`config.mk`:
```
export PLATFORM = sky130hd
export DESIGN_NAME = leaky_pid_two_axis_flat
export DESIGN_NICKNAME = d
export VERILOG_FILES = /design/src/lpid_pkg.sv /design/src/lpid_in_if.sv /design/src/lpid_out_if.sv /design/src/lpid_cfg_if.sv /design/src/leaky_pid_two_axis.sv /design/src/flat_wrapper.sv
export SDC_FILE = /design/constraint.sdc
export NUM_CORES = 2
export LEC_CHECK = 0
export BUFFER_PORTS_ARGS = -buffer_cell sky130_fd_sc_hd__buf_4
export CAP_MARGIN = 20
export CORE_ASPECT_RATIO = 0.75
export CORE_MARGIN = 4
export CORE_UTILIZATION = 44
export DETAILED_ROUTE_END_ITERATION = 8
export GPL_ROUTABILITY_DRIVEN = 0
export HOLD_SLACK_MARGIN = 0.12
export SETUP_SLACK_MARGIN = 0.5
export SYNTH_ARGS = -nofsm -noshare
export SYNTH_HDL_FRONTEND = slang
export SYNTH_SLANG_ARGS = --single-unit
```
`constraint.sdc`:
```
create_clock -name clk -period 15.15 [get_ports clk]
set_clock_uncertainty 0.05 [all_clocks]
set_input_delay 3.03 -clock clk [delete_from_list [all_inputs] [get_ports clk]]
set_output_delay 3.03 -clock clk [all_outputs]
set_load 0.02 [all_outputs]
```
`src/lpid_pkg.sv`:
```
// Shared widths, types and register indexes of the two-axis leaky PID regulator.
package lpid_pkg;

  localparam int DATA_W     = 32;
  localparam int DT_W       = 16;
  localparam int LEAK_W     = 17;
  localparam int ACC_W      = 64;
  localparam int CFG_IDX_W  = 8;
  localparam int LEAK_SHIFT = 16;

  localparam int DIG_W        = 4;
  localparam int GAIN_DIGITS  = DATA_W / DIG_W;
  localparam int SHORT_DIGITS = (LEAK_W + DIG_W) / DIG_W;
  localparam int DIG_CNT_W    = $clog2(GAIN_DIGITS);
  localparam int DIV_CNT_W    = $clog2(DATA_W);

  typedef logic signed [DATA_W-1:0] data_t;
  typedef logic        [DT_W-1:0]   dt_t;
  typedef logic        [LEAK_W-1:0] leak_t;
  typedef logic signed [ACC_W-1:0]  acc_t;
  typedef logic    [CFG_IDX_W-1:0]  cfg_idx_t;

  localparam leak_t ONE_Q16  = leak_t'(65536);
  localparam data_t DATA_MAX = {1'b0, {(DATA_W-1){1'b1}}};
  localparam data_t DATA_MIN = {1'b1, {(DATA_W-1){1'b0}}};

  localparam cfg_idx_t REG_GAIN_PROP  = cfg_idx_t'(0);
  localparam cfg_idx_t REG_GAIN_INTEG = cfg_idx_t'(1);
  localparam cfg_idx_t REG_GAIN_DERIV = cfg_idx_t'(2);
  localparam cfg_idx_t REG_LEAK_RATE  = cfg_idx_t'(3);

endpackage

```
`src/lpid_in_if.sv`:
```
// Input channel of the leaky PID regulator: measured and reference points plus elapsed time.
interface lpid_in_if;
  logic                valid;
  logic                ready;
  lpid_pkg::data_t     meas_x;
  lpid_pkg::data_t     meas_y;
  lpid_pkg::data_t     ref_x;
  lpid_pkg::data_t     ref_y;
  lpid_pkg::dt_t       dt;

  modport source (output valid, output meas_x, output meas_y, output ref_x, output ref_y,
                  output dt, input ready);
  modport sink   (input valid, input meas_x, input meas_y, input ref_x, input ref_y,
                  input dt, output ready);
endinterface

```
`src/lpid_out_if.sv`:
```
// Result channel of the leaky PID regulator: control offsets and saturation flag.
interface lpid_out_if;
  logic            valid;
  logic            ready;
  lpid_pkg::data_t offset_x;
  lpid_pkg::data_t offset_y;
  logic            sat_flag;

  modport source (output valid, output offset_x, output offset_y, output sat_flag,
                  input ready);
  modport sink   (input valid, input offset_x, input offset_y, input sat_flag,
                  output ready);
endinterface

```
`src/lpid_cfg_if.sv`:
```
// Configuration write channel of the leaky PID regulator.
interface lpid_cfg_if;
  logic                 valid;
  logic                 ready;
  lpid_pkg::cfg_idx_t   index;
  lpid_pkg::data_t      data;

  modport source (output valid, output index, output data, input ready);
  modport sink   (input valid, input index, input data, output ready);
endinterface

```
`src/leaky_pid_two_axis.sv`:
```
// Two-axis PID regulator with leaky integrator, built on a digit-serial multiplier and divider.
//
// Each input beat carries a measured and a reference point for x and y plus the elapsed time;
// one result beat follows with both control offsets and a flag that is set when any error,
// integral, derivative or output saturated. Axes are handled one after the other. Per axis,
// five products go through one shared multiplier that consumes four multiplier bits a cycle
// (two products of five digits, three of eight), each with a setup and a fold step; the
// 32-step restoring divider for the derivative runs beside the first four products. An item
// is taken only once the previous one is finished, but the output register lets it enter
// while a finished result still waits. Configuration writes are always accepted and take
// effect at once; no clearing pass follows reset.
module leaky_pid_two_axis #(
  parameter int FRAC_BITS = 16
) (
  input  logic       clk,
  input  logic       rst_n,
  lpid_in_if.sink    in_ch,
  lpid_out_if.source out_ch,
  lpid_cfg_if.sink   cfg_ch
);

  localparam int DATA_W = lpid_pkg::DATA_W;
  localparam int DT_W   = lpid_pkg::DT_W;
  localparam int DIG_W  = lpid_pkg::DIG_W;
  localparam int ACC_W  = lpid_pkg::ACC_W;

  localparam logic [3:0] ST_IDLE  = 4'd0;
  localparam logic [3:0] ST_ERR   = 4'd1;
  localparam logic [3:0] ST_DIFF  = 4'd2;
  localparam logic [3:0] ST_LOAD  = 4'd3;
  localparam logic [3:0] ST_MUL   = 4'd4;
  localparam logic [3:0] ST_POST  = 4'd5;
  localparam logic [3:0] ST_DERIV = 4'd6;
  localparam logic [3:0] ST_AXIS  = 4'd7;
  localparam logic [3:0] ST_FIN   = 4'd8;

  localparam logic [2:0] OP_LEAK = 3'd0;
  localparam logic [2:0] OP_DT   = 3'd1;
  localparam logic [2:0] OP_GP   = 3'd2;
  localparam logic [2:0] OP_GI   = 3'd3;
  localparam logic [2:0] OP_GD   = 3'd4;

  typedef struct packed {
    logic            hit;
    lpid_pkg::data_t val;
  } sat_t;

  function automatic sat_t sat32(input lpid_pkg::acc_t v);
    sat_t r;
    r.hit = (v[ACC_W-1:DATA_W-1] != {(ACC_W-DATA_W+1){v[ACC_W-1]}});
    if (r.hit) begin
      r.val = v[ACC_W-1] ? lpid_pkg::DATA_MIN : lpid_pkg::DATA_MAX;
    end else begin
      r.val = v[DATA_W-1:0];
    end
    return r;
  endfunction

  // control
  logic [3:0] state_r, state_nxt;
  logic       ax_r;
  logic [2:0] op_r;
  logic       flag_r;
  logic       out_valid_r;

  // configuration
  lpid_pkg::data_t gain_prop_r, gain_integ_r, gain_deriv_r;
  lpid_pkg::leak_t leak_rate_r;

  // per-axis state
  lpid_pkg::data_t integ_r [2];
  lpid_pkg::data_t prev_err_r [2];

  // latched item and working values
  lpid_pkg::data_t        meas_r [2];
  lpid_pkg::data_t        ref_r [2];
  lpid_pkg::dt_t          dt_r;
  lpid_pkg::data_t        err_r;
  logic signed [DATA_W:0] diff_r;
  lpid_pkg::data_t        deriv_r;
  lpid_pkg::data_t        ox_r, oy_r;

  // multiplier
  lpid_pkg::acc_t                 acc_r, sum_r, mul_a_r;
  logic [DATA_W-1:0]              mul_b_r;
  logic [lpid_pkg::DIG_CNT_W-1:0] dig_cnt_r, dig_last_r;

  // divider
  logic [DATA_W-1:0]              div_q_r;
  lpid_pkg::dt_t                  div_rem_r, div_rem_nxt;
  logic [lpid_pkg::DIV_CNT_W-1:0] div_cnt_r;
  logic                           div_busy_r, div_ovf_r, div_neg_r;

  // output register
  lpid_pkg::data_t out_x_r, out_y_r;
  logic            out_sat_r;

  logic                           in_acc, out_acc, out_load;
  logic signed [DATA_W:0]         err_wide, diff_wide;
  sat_t                           err_sat, integ_sat, res_sat;
  lpid_pkg::leak_t                leak_eff, one_minus;
  lpid_pkg::data_t                ld_a;
  logic [DATA_W-1:0]              ld_b;
  logic [lpid_pkg::DIG_CNT_W-1:0] ld_last;
  logic                           dig_is_last;
  logic signed [DIG_W:0]          digit;
  lpid_pkg::acc_t                 pp, term;
  logic                           div_start, div_ovf_start, div_run;
  logic [DATA_W-1:0]              div_mag;
  logic [DT_W:0]                  div_trial, div_sub;
  logic                           div_take;
  lpid_pkg::data_t                deriv_val;
  logic                           deriv_hit;

  assign in_ch.ready     = (state_r == ST_IDLE);
  assign in_acc          = in_ch.valid && in_ch.ready;
  assign out_acc         = out_valid_r && out_ch.ready;
  assign out_load        = (state_r == ST_FIN) && (!out_valid_r || out_ch.ready);
  assign cfg_ch.ready    = 1'b1;
  assign out_ch.valid    = out_valid_r;
  assign out_ch.offset_x = out_x_r;
  assign out_ch.offset_y = out_y_r;
  assign out_ch.sat_flag = out_sat_r;

  assign err_wide  = (DATA_W+1)'(meas_r[ax_r]) - (DATA_W+1)'(ref_r[ax_r]);
  assign err_sat   = sat32(ACC_W'(err_wide));
  assign diff_wide = (DATA_W+1)'(err_r) - (DATA_W+1)'(prev_err_r[ax_r]);
  assign integ_sat = sat32(acc_r >>> lpid_pkg::LEAK_SHIFT);
  assign res_sat   = sat32(sum_r);
  assign term      = acc_r >>> FRAC_BITS;

  assign leak_eff  = (leak_rate_r > lpid_pkg::ONE_Q16) ? lpid_pkg::ONE_Q16 : leak_rate_r;
  assign one_minus = lpid_pkg::ONE_Q16 - leak_eff;

  always_comb begin
    ld_a    = deriv_r;
    ld_b    = gain_deriv_r;
    ld_last = lpid_pkg::DIG_CNT_W'(lpid_pkg::GAIN_DIGITS - 1);
    case (op_r)
      OP_LEAK: begin
        ld_a    = integ_r[ax_r];
        ld_b    = DATA_W'(one_minus);
        ld_last = lpid_pkg::DIG_CNT_W'(lpid_pkg::SHORT_DIGITS - 1);
      end
      OP_DT: begin
        ld_a    = err_r;
        ld_b    = DATA_W'(dt_r);
        ld_last = lpid_pkg::DIG_CNT_W'(lpid_pkg::SHORT_DIGITS - 1);
      end
      OP_GP: begin
        ld_a = err_r;
        ld_b = gain_prop_r;
      end
      OP_GI: begin
        ld_a = integ_r[ax_r];
        ld_b = gain_integ_r;
      end
      OP_GD: begin
        ld_a = deriv_r;
        ld_b = gain_deriv_r;
      end
      default: begin
        ld_a = deriv_r;
        ld_b = gain_deriv_r;
      end
    endcase
  end

  // top digit of the multiplier operand carries its sign
  assign dig_is_last = (dig_cnt_r == dig_last_r);
  assign digit = dig_is_last ? {mul_b_r[DIG_W-1], mul_b_r[DIG_W-1:0]}
                             : {1'b0, mul_b_r[DIG_W-1:0]};
  assign pp    = mul_a_r * digit;

  // derivative: |diff| * 2^16 / dt, high half checked for overflow up front
  assign div_start     = (state_r == ST_LOAD) && (op_r == OP_LEAK);
  assign div_mag       = diff_r[DATA_W] ? DATA_W'(-diff_r) : diff_r[DATA_W-1:0];
  assign div_ovf_start = (diff_r != '0) && (div_mag[DATA_W-1:DATA_W-DT_W] >= dt_r);
  assign div_run       = (diff_r != '0) && !div_ovf_start;
  assign div_trial     = {div_rem_r, div_q_r[DATA_W-1]};
  assign div_take      = (div_trial >= {1'b0, dt_r});
  assign div_sub       = div_trial - {1'b0, dt_r};
  assign div_rem_nxt   = div_take ? div_sub[DT_W-1:0] : div_trial[DT_W-1:0];

  always_comb begin
    deriv_hit = 1'b0;
    deriv_val = div_q_r;
    if (div_ovf_r) begin
      deriv_hit = 1'b1;
      deriv_val = div_neg_r ? lpid_pkg::DATA_MIN : lpid_pkg::DATA_MAX;
    end else if (div_neg_r) begin
      if (div_q_r > lpid_pkg::DATA_MIN) begin
        deriv_hit = 1'b1;
        deriv_val = lpid_pkg::DATA_MIN;
      end else begin
        deriv_val = ~div_q_r + 1'b1;
      end
    end else if (div_q_r[DATA_W-1]) begin
      deriv_hit = 1'b1;
      deriv_val = lpid_pkg::DATA_MAX;
    end
  end

  always_comb begin
    state_nxt = state_r;
    case (state_r)
      ST_IDLE:  if (in_acc) state_nxt = ST_ERR;
      ST_ERR:   state_nxt = ST_DIFF;
      ST_DIFF:  state_nxt = ST_LOAD;
      ST_LOAD:  state_nxt = ST_MUL;
      ST_MUL:   if (dig_is_last) state_nxt = ST_POST;
      ST_POST: begin
        case (op_r)
          OP_LEAK: state_nxt = ST_LOAD;
          OP_DT:   state_nxt = ST_LOAD;
          OP_GP:   state_nxt = ST_LOAD;
          OP_GI:   state_nxt = ST_DERIV;
          OP_GD:   state_nxt = ST_AXIS;
          default: state_nxt = ST_IDLE;
        endcase
      end
      ST_DERIV: if (!div_busy_r) state_nxt = ST_LOAD;
      ST_AXIS:  state_nxt = ax_r ? ST_FIN : ST_ERR;
      ST_FIN:   if (out_load) state_nxt = ST_IDLE;
      default:  state_nxt = ST_IDLE;
    endcase
  end

  always_ff @(posedge clk) begin
    if (!rst_n) begin
      state_r       <= ST_IDLE;
      ax_r          <= 1'b0;
      op_r          <= OP_LEAK;
      flag_r        <= 1'b0;
      out_valid_r   <= 1'b0;
      dig_cnt_r     <= '0;
      dig_last_r    <= '0;
      div_cnt_r     <= '0;
      div_busy_r    <= 1'b0;
      gain_prop_r   <= '0;
      gain_integ_r  <= '0;
      gain_deriv_r  <= '0;
      leak_rate_r   <= '0;
      integ_r[0]    <= '0;
      integ_r[1]    <= '0;
      prev_err_r[0] <= '0;
      prev_err_r[1] <= '0;
    end else begin
      state_r <= state_nxt;

      if (cfg_ch.valid) begin
        case (cfg_ch.index)
          lpid_pkg::REG_GAIN_PROP:  gain_prop_r  <= cfg_ch.data;
          lpid_pkg::REG_GAIN_INTEG: gain_integ_r <= cfg_ch.data;
          lpid_pkg::REG_GAIN_DERIV: gain_deriv_r <= cfg_ch.data;
          lpid_pkg::REG_LEAK_RATE:  leak_rate_r  <= cfg_ch.data[lpid_pkg::LEAK_W-1:0];
          default: ;
        endcase
      end

      case (state_r)
        ST_IDLE: begin
          if (in_acc) begin
            ax_r   <= 1'b0;
            flag_r <= 1'b0;
          end
        end
        ST_ERR:  flag_r <= flag_r | err_sat.hit;
        ST_DIFF: begin
          prev_err_r[ax_r] <= err_r;
          op_r             <= OP_LEAK;
        end
        ST_LOAD: begin
          dig_cnt_r  <= '0;
          dig_last_r <= ld_last;
        end
        ST_MUL:  dig_cnt_r <= dig_cnt_r + 1'b1;
        ST_POST: begin
          case (op_r)
            OP_LEAK: op_r <= OP_DT;
            OP_DT: begin
              op_r          <= OP_GP;
              integ_r[ax_r] <= integ_sat.val;
              flag_r        <= flag_r | integ_sat.hit;
            end
            OP_GP:   op_r <= OP_GI;
            OP_GI:   op_r <= OP_GD;
            default: ;
          endcase
        end
        ST_DERIV: if (!div_busy_r) flag_r <= flag_r | deriv_hit;
        ST_AXIS: begin
          flag_r <= flag_r | res_sat.hit;
          ax_r   <= 1'b1;
        end
        default: ;
      endcase

      if (out_load) begin
        out_valid_r <= 1'b1;
      end else if (out_acc) begin
        out_valid_r <= 1'b0;
      end

      if (div_start) begin
        div_busy_r <= div_run;
        div_cnt_r  <= '0;
      end else if (div_busy_r) begin
        div_cnt_r <= div_cnt_r + 1'b1;
        if (div_cnt_r == lpid_pkg::DIV_CNT_W'(DATA_W - 1)) begin
          div_busy_r <= 1'b0;
        end
      end
    end
  end

  always_ff @(posedge clk) begin
    if (in_acc) begin
      meas_r[0] <= in_ch.meas_x;
      meas_r[1] <= in_ch.meas_y;
      ref_r[0]  <= in_ch.ref_x;
      ref_r[1]  <= in_ch.ref_y;
      dt_r      <= in_ch.dt;
    end

    case (state_r)
      ST_ERR:  err_r  <= err_sat.val;
      ST_DIFF: diff_r <= diff_wide;
      ST_LOAD: begin
        mul_a_r <= ACC_W'(ld_a);
        mul_b_r <= ld_b;
        if (op_r != OP_DT) acc_r <= '0;
      end
      ST_MUL: begin
        acc_r   <= acc_r + pp;
        mul_a_r <= mul_a_r <<< DIG_W;
        mul_b_r <= mul_b_r >> DIG_W;
      end
      ST_POST: begin
        case (op_r)
          OP_DT:   sum_r <= '0;
          OP_GP:   sum_r <= sum_r + term;
          OP_GI:   sum_r <= sum_r + term;
          OP_GD:   sum_r <= sum_r + term;
          default: ;
        endcase
      end
      ST_DERIV: if (!div_busy_r) deriv_r <= deriv_val;
      ST_AXIS: begin
        if (ax_r) begin
          oy_r <= res_sat.val;
        end else begin
          ox_r <= res_sat.val;
        end
      end
      default: ;
    endcase

    if (div_start) begin
      div_q_r   <= {div_mag[DT_W-1:0], {(DATA_W-DT_W){1'b0}}};
      div_rem_r <= div_mag[DATA_W-1:DATA_W-DT_W];
      div_ovf_r <= div_ovf_start;
      div_neg_r <= diff_r[DATA_W];
    end else if (div_busy_r) begin
      div_q_r   <= {div_q_r[DATA_W-2:0], div_take};
      div_rem_r <= div_rem_nxt;
    end

    if (out_load) begin
      out_x_r   <= ox_r;
      out_y_r   <= oy_r;
      out_sat_r <= flag_r;
    end
  end

endmodule

```
`src/flat_wrapper.sv`:
```
// flat-port wrapper written by rule: the top's interface ports become plain ports
module leaky_pid_two_axis_flat 
#(
  parameter int FRAC_BITS = 16
)
  (clk, rst_n, in_ch_valid, in_ch_meas_x, in_ch_meas_y, in_ch_ref_x, in_ch_ref_y, in_ch_dt, in_ch_ready, out_ch_valid, out_ch_offset_x, out_ch_offset_y, out_ch_sat_flag, out_ch_ready, cfg_ch_valid, cfg_ch_index, cfg_ch_data, cfg_ch_ready);
  lpid_in_if in_ch_i ();
  lpid_out_if out_ch_i ();
  lpid_cfg_if cfg_ch_i ();
  input  logic clk;
  input  logic rst_n;
  input wire logic [$bits(in_ch_i.valid)-1:0] in_ch_valid;
  input wire logic [$bits(in_ch_i.meas_x)-1:0] in_ch_meas_x;
  input wire logic [$bits(in_ch_i.meas_y)-1:0] in_ch_meas_y;
  input wire logic [$bits(in_ch_i.ref_x)-1:0] in_ch_ref_x;
  input wire logic [$bits(in_ch_i.ref_y)-1:0] in_ch_ref_y;
  input wire logic [$bits(in_ch_i.dt)-1:0] in_ch_dt;
  output wire logic [$bits(in_ch_i.ready)-1:0] in_ch_ready;
  output wire logic [$bits(out_ch_i.valid)-1:0] out_ch_valid;
  output wire logic [$bits(out_ch_i.offset_x)-1:0] out_ch_offset_x;
  output wire logic [$bits(out_ch_i.offset_y)-1:0] out_ch_offset_y;
  output wire logic [$bits(out_ch_i.sat_flag)-1:0] out_ch_sat_flag;
  input wire logic [$bits(out_ch_i.ready)-1:0] out_ch_ready;
  input wire logic [$bits(cfg_ch_i.valid)-1:0] cfg_ch_valid;
  input wire logic [$bits(cfg_ch_i.index)-1:0] cfg_ch_index;
  input wire logic [$bits(cfg_ch_i.data)-1:0] cfg_ch_data;
  output wire logic [$bits(cfg_ch_i.ready)-1:0] cfg_ch_ready;
  assign in_ch_i.valid = in_ch_valid;
  assign in_ch_i.meas_x = in_ch_meas_x;
  assign in_ch_i.meas_y = in_ch_meas_y;
  assign in_ch_i.ref_x = in_ch_ref_x;
  assign in_ch_i.ref_y = in_ch_ref_y;
  assign in_ch_i.dt = in_ch_dt;
  assign in_ch_ready = in_ch_i.ready;
  assign out_ch_valid = out_ch_i.valid;
  assign out_ch_offset_x = out_ch_i.offset_x;
  assign out_ch_offset_y = out_ch_i.offset_y;
  assign out_ch_sat_flag = out_ch_i.sat_flag;
  assign out_ch_i.ready = out_ch_ready;
  assign cfg_ch_i.valid = cfg_ch_valid;
  assign cfg_ch_i.index = cfg_ch_index;
  assign cfg_ch_i.data = cfg_ch_data;
  assign cfg_ch_ready = cfg_ch_i.ready;
  leaky_pid_two_axis #(.FRAC_BITS(FRAC_BITS)) u_core (.clk(clk), .rst_n(rst_n), .in_ch(in_ch_i), .out_ch(out_ch_i), .cfg_ch(cfg_ch_i));
endmodule
```
==> impl_metrics.csv <==
group,metric,value,unit
worst_setup_path,start_kind,"register",
synth,syn_inst,5514,
synth,syn-mean-instance-area,10.38,um2
sta,tns,0,ns
worst_hold_path,whs_path_depth,0,
pwr,switchingPower,5398,uW
clocking,clkSinkCount,907,
die,die_w,424.4,um
worst_setup_path,ff2ff_setup_slack,7.59,ns
die,start_util,44.38,%
worst_setup_path,critPathRequiredTime,15.55,ns
run,timing.max_cap.violations,0,
layout,drive_above_1_share,10.46,%
pwr,internal_power,7213,uW
worst_setup_path,r2r-start,"u_core.mul_b_r[3]$_DFFE_PP_",
sta,hold_viol_final,0,
sta,setup_viol,0,
sta,slew_violations,0,
synth,synth_warnings,0,
layout,syn_to_final_growth,12.48,%
layout,layout.nets,6389,
worst_setup_path,critPathKind,"register to register",
sta,fin_crit_sh,49.87,%
clocking,cts_hold_buffers,0,
sta,rsz0062_at_grt,"false",
sta,tightest_slew,1.184,ns
die,core,128900,um2
clocking,cts_resized,0,
status,outcome,"completed",
sta,finalCriticalPeriod,7.555,ns
worst_setup_path,worstPathMaxFanout,62,
route,ant_nets,0,
clocking,clk_pin_slew,0.07,ns
grt,overflow,0,
die,io_pins,257,
die,rows,114,
pwr,seqPwrFrac,26.1,%
worst_setup_path,rr_worst_depth,19,
layout,final_util,49.92,%
synth,synth-seq-cells,907,
route,vias,41750,
grt,grt_max_degree,128,
synth,yosysUniqueCellTypes,85,
grt,grt_pass1_wl,242400,um
clocking,clk_latency,0.73,ns
die,dieArea,136000,um2
pwr,ir_drop,0.1746,mV
synth,synth_top_area_share,39.67,%
worst_hold_path,hold_path_class,"register to register",
grt,grt_pass1_vias,40190,
worst_hold_path,holdPathEnd,"u_core.out_ch.offset_x[17]$_DFFE_PP_",
synth,syn_nets,6240,
route,drc,0,
route,dr.pass1.iters,5,
worst_setup_path,arrival,7.95,ns
route,avgViaCountPerCell,5.574,
synth,synthFlopType,"edfxtp_1",
pwr,design_power_total,12610,uW
clocking,numCtsBuffers,99,
worst_setup_path,cpMostUsedCell,"fa_1",
synth,netlist_area,57230,um2
place,place_inst,7297,
sta,slew_headroom,21.04,%
die,dieHeight,320.3,um
worst_setup_path,max_stage_delay,0.83,ns
route,initialDrtViolationCount,3985,
route,wl_per_cell,21.02,um
synth,yosysSeqAreaShare,44.95,%
clocking,clock_path_buffers,3,
layout,instances_no_fill,7489,
place,portBuffers,255,
layout,fillers,11760,
pwr,p_sw_share,42.80,%
synth,async_reset_ff_share,0,%
sta,fmax,0.1324,GHz
worst_setup_path,crit_chain,"buf_4 -> nand2_2 -> or2_2 -> fa_1 -> fa_1 -> fa_1 -> inv_1 -> fa_1 -> ha_1 -> a211o_1 -> a211oi_1 -> nor3_1 -> a21o_1 -> nand3_1 -> a2111oi_0 -> o211ai_1 -> a21oi_1 -> o21ai_0 -> nor3b_1",
grt,track_usage,22.85,%
synth,ys_top_cells_by_area,"edfxtp_1 40%, fa_1 8.6%, ha_1 6.4%, dfxtp_1 5.3%, nand2_1 3.3%",
pwr,p_clk_share,20.4,%
pwr,p_leak,0.02519,uW
clocking,h-tree-depth,3,
clocking,postCtsSetupBuffers,0,
clocking,cts_tree,"built",
pwr,p_comb_share,53.5,%
route,wirelength,157400,um
synth,synth_top_cell_by_area,"edfxtp_1",
worst_setup_path,end_kind,"register",
clocking,clockRootBuffer,"clkbuf_16",
worst_hold_path,hp-start,"u_core.ox_r[17]$_DFFE_PP_",
place,post-dp-hpwl,115000,um
grt,antenna_found_initial,4,
worst_setup_path,timing.rr.end,"u_core.acc_r[62]$_SDFFCE_PN0P_",
pwr,p_per_area,195.9,nW/um2
synth,synth-edff-count,756,
sta,holdWs,0.3659,ns
worst_setup_path,slowest_stage,"a2111oi_0",
registers in the layout (all words and copies together), names as in the netlist, 32 cells and up, named ones only:
signal / cells
u_core.acc_r: 64
u_core.deriv_r: 32
u_core.diff_r: 33
u_core.div_q_r: 32
u_core.err_r: 32
u_core.gain_deriv_r: 32
u_core.gain_integ_r: 32
u_core.gain_prop_r: 32
u_core.integ_r: 64
u_core.meas_r: 64
u_core.mul_a_r: 64
u_core.mul_b_r: 32
u_core.out_ch.offset_x: 32
u_core.out_ch.offset_y: 32
u_core.ox_r: 32
u_core.oy_r: 32
u_core.prev_err_r: 64
u_core.ref_r: 64
u_core.sum_r: 64
power by group through the flow:
stage               Clock [uW]  Sequential [uW]  Combinational, uW
CTS                       2630             3280               6680
global route              2730             3310               7620
detailed placement           0             3330               6620
global placement             0             3330               6590
floorplan                    0             3200               5110
finish                    2580             3290               6750
critical path, delay by kind of cell (launching register included):
kind	cells	cell delay [ns]
AOI/OAI and AO/OA	7	2.10
and+or+nand+nor	5	2.00
buffers and inverters	2	0.61
adders and majority gates	5	2.18
DFF	1	0.32
per-stage QoR:
stage	setup slack, ns	cell area [um2]
final	7.595	64370
after global placement	7.864	60860
after detailed placement	7.686	60860
after floorplan	8.624	57230
after CTS	7.645	64270
after global routing	7.117	64360
cell families (layout without fill, tap and decap cells):
| group | count (synthesis) | in the layout | share of synthesized area [%] |
|---|---|---|---|
| DFF | 907 | 907 | 44.95 |
| buffers and inverters | 727 | 960 | 4.790 |
| xor gates and xnor gates | 217 | 217 | 3.321 |
| muxes | 201 | 201 | 3.706 |
| other | 1 | 3 | 0.006553 |
| adders and majority gates | 547 | 547 | 15.14 |
| and+or+nand+nor | 1734 | 1734 | 14.65 |
| AOI/OAI and AO/OA | 1180 | 1180 | 13.43 |
synthesized netlist by cell type, drive strengths merged, types with 47 or more instances:
cell    instances
nor3           87
inv           457
a21o          156
and3           62
mux2i         150
ha            291
dfxtp         151
a211oi         58
nand2         502
o21ai         236
o21bai         48
and2          280
edfxtp        756
nor2          465
fa            246
nand3          65
a21oi         305
xnor2         144
mux2           47
nand4          57
a21boi        122
xor2           73
clkbuf        237
layout make-up:
type	instances	area, um2	share of cell area, %
Multi-Input combinational cell	3880	28870	44.86
Sequential cell	907	25730	39.98
Clock buffer	122	2635	4.094
Timing Repair Buffer	318	2442	3.794
Tap cell	1740	2177	3.382
Inverter	457	1723	2.677
Clock inverter	63	778.2	1.209
Antenna cell	2	5.005	0.007775
layer usage:
layer  up-vias  global-route usage, %  routed length, um
li1      19710                      -                  -
met1     20590                  35.01              76340
met2      1251                  31.48              63740
met3       193                  6.951              13910
met4         4                  5.104               3401
met5         -                      0                 18
worst max path at each step:
| stage | from | end | slack [ns] | cells past startpoint |
|---|---|---|---|---|
| final | u_core.mul_b_r[3]$_DFFE_PP_ | u_core.acc_r[62]$_SDFFCE_PN0P_ | 7.59 | 19 |
| after global routing | u_core.dig_cnt_r[0]$_SDFFE_PN0P_ | u_core.acc_r[62]$_SDFFCE_PN0P_ | 7.12 | 20 |
| after CTS | u_core.dig_cnt_r[0]$_SDFFE_PN0P_ | u_core.acc_r[62]$_SDFFCE_PN0P_ | 7.64 | 20 |
| after detailed placement | u_core.dig_cnt_r[0]$_SDFFE_PN0P_ | u_core.acc_r[62]$_SDFFCE_PN0P_ | 7.69 | 20 |
| after global placement | u_core.dig_cnt_r[0]$_SDFFE_PN0P_ | u_core.acc_r[62]$_SDFFCE_PN0P_ | 7.86 | 20 |
| after floorplan | out_ch_ready | u_core.out_ch.offset_x[0]$_DFFE_PP_ | 8.62 | 2 |
layout by cell type, fill, tap and decap left out, types with 32 or more instances in the layout:
master / count
ha_1: 291
nand2b_1: 35
mux2_2: 47
nor2b_1: 44
dfxtp_1: 147
nor3_1: 83
o21a_1: 34
xor2_1: 73
nand2_1: 498
clkbuf_16: 100
edfxtp_1: 756
and3_1: 61
a21oi_1: 304
and2_1: 279
o21ai_0: 235
nand3_1: 64
o21bai_1: 48
buf_4: 314
mux2i_1: 150
xnor2_1: 143
nand4_1: 57
fa_1: 246
a211oi_1: 58
nor2_1: 460
a21boi_0: 121
a21o_1: 156
inv_1: 454
o311ai_0: 32
Note: power is estimated with default switching activity, not from simulation.
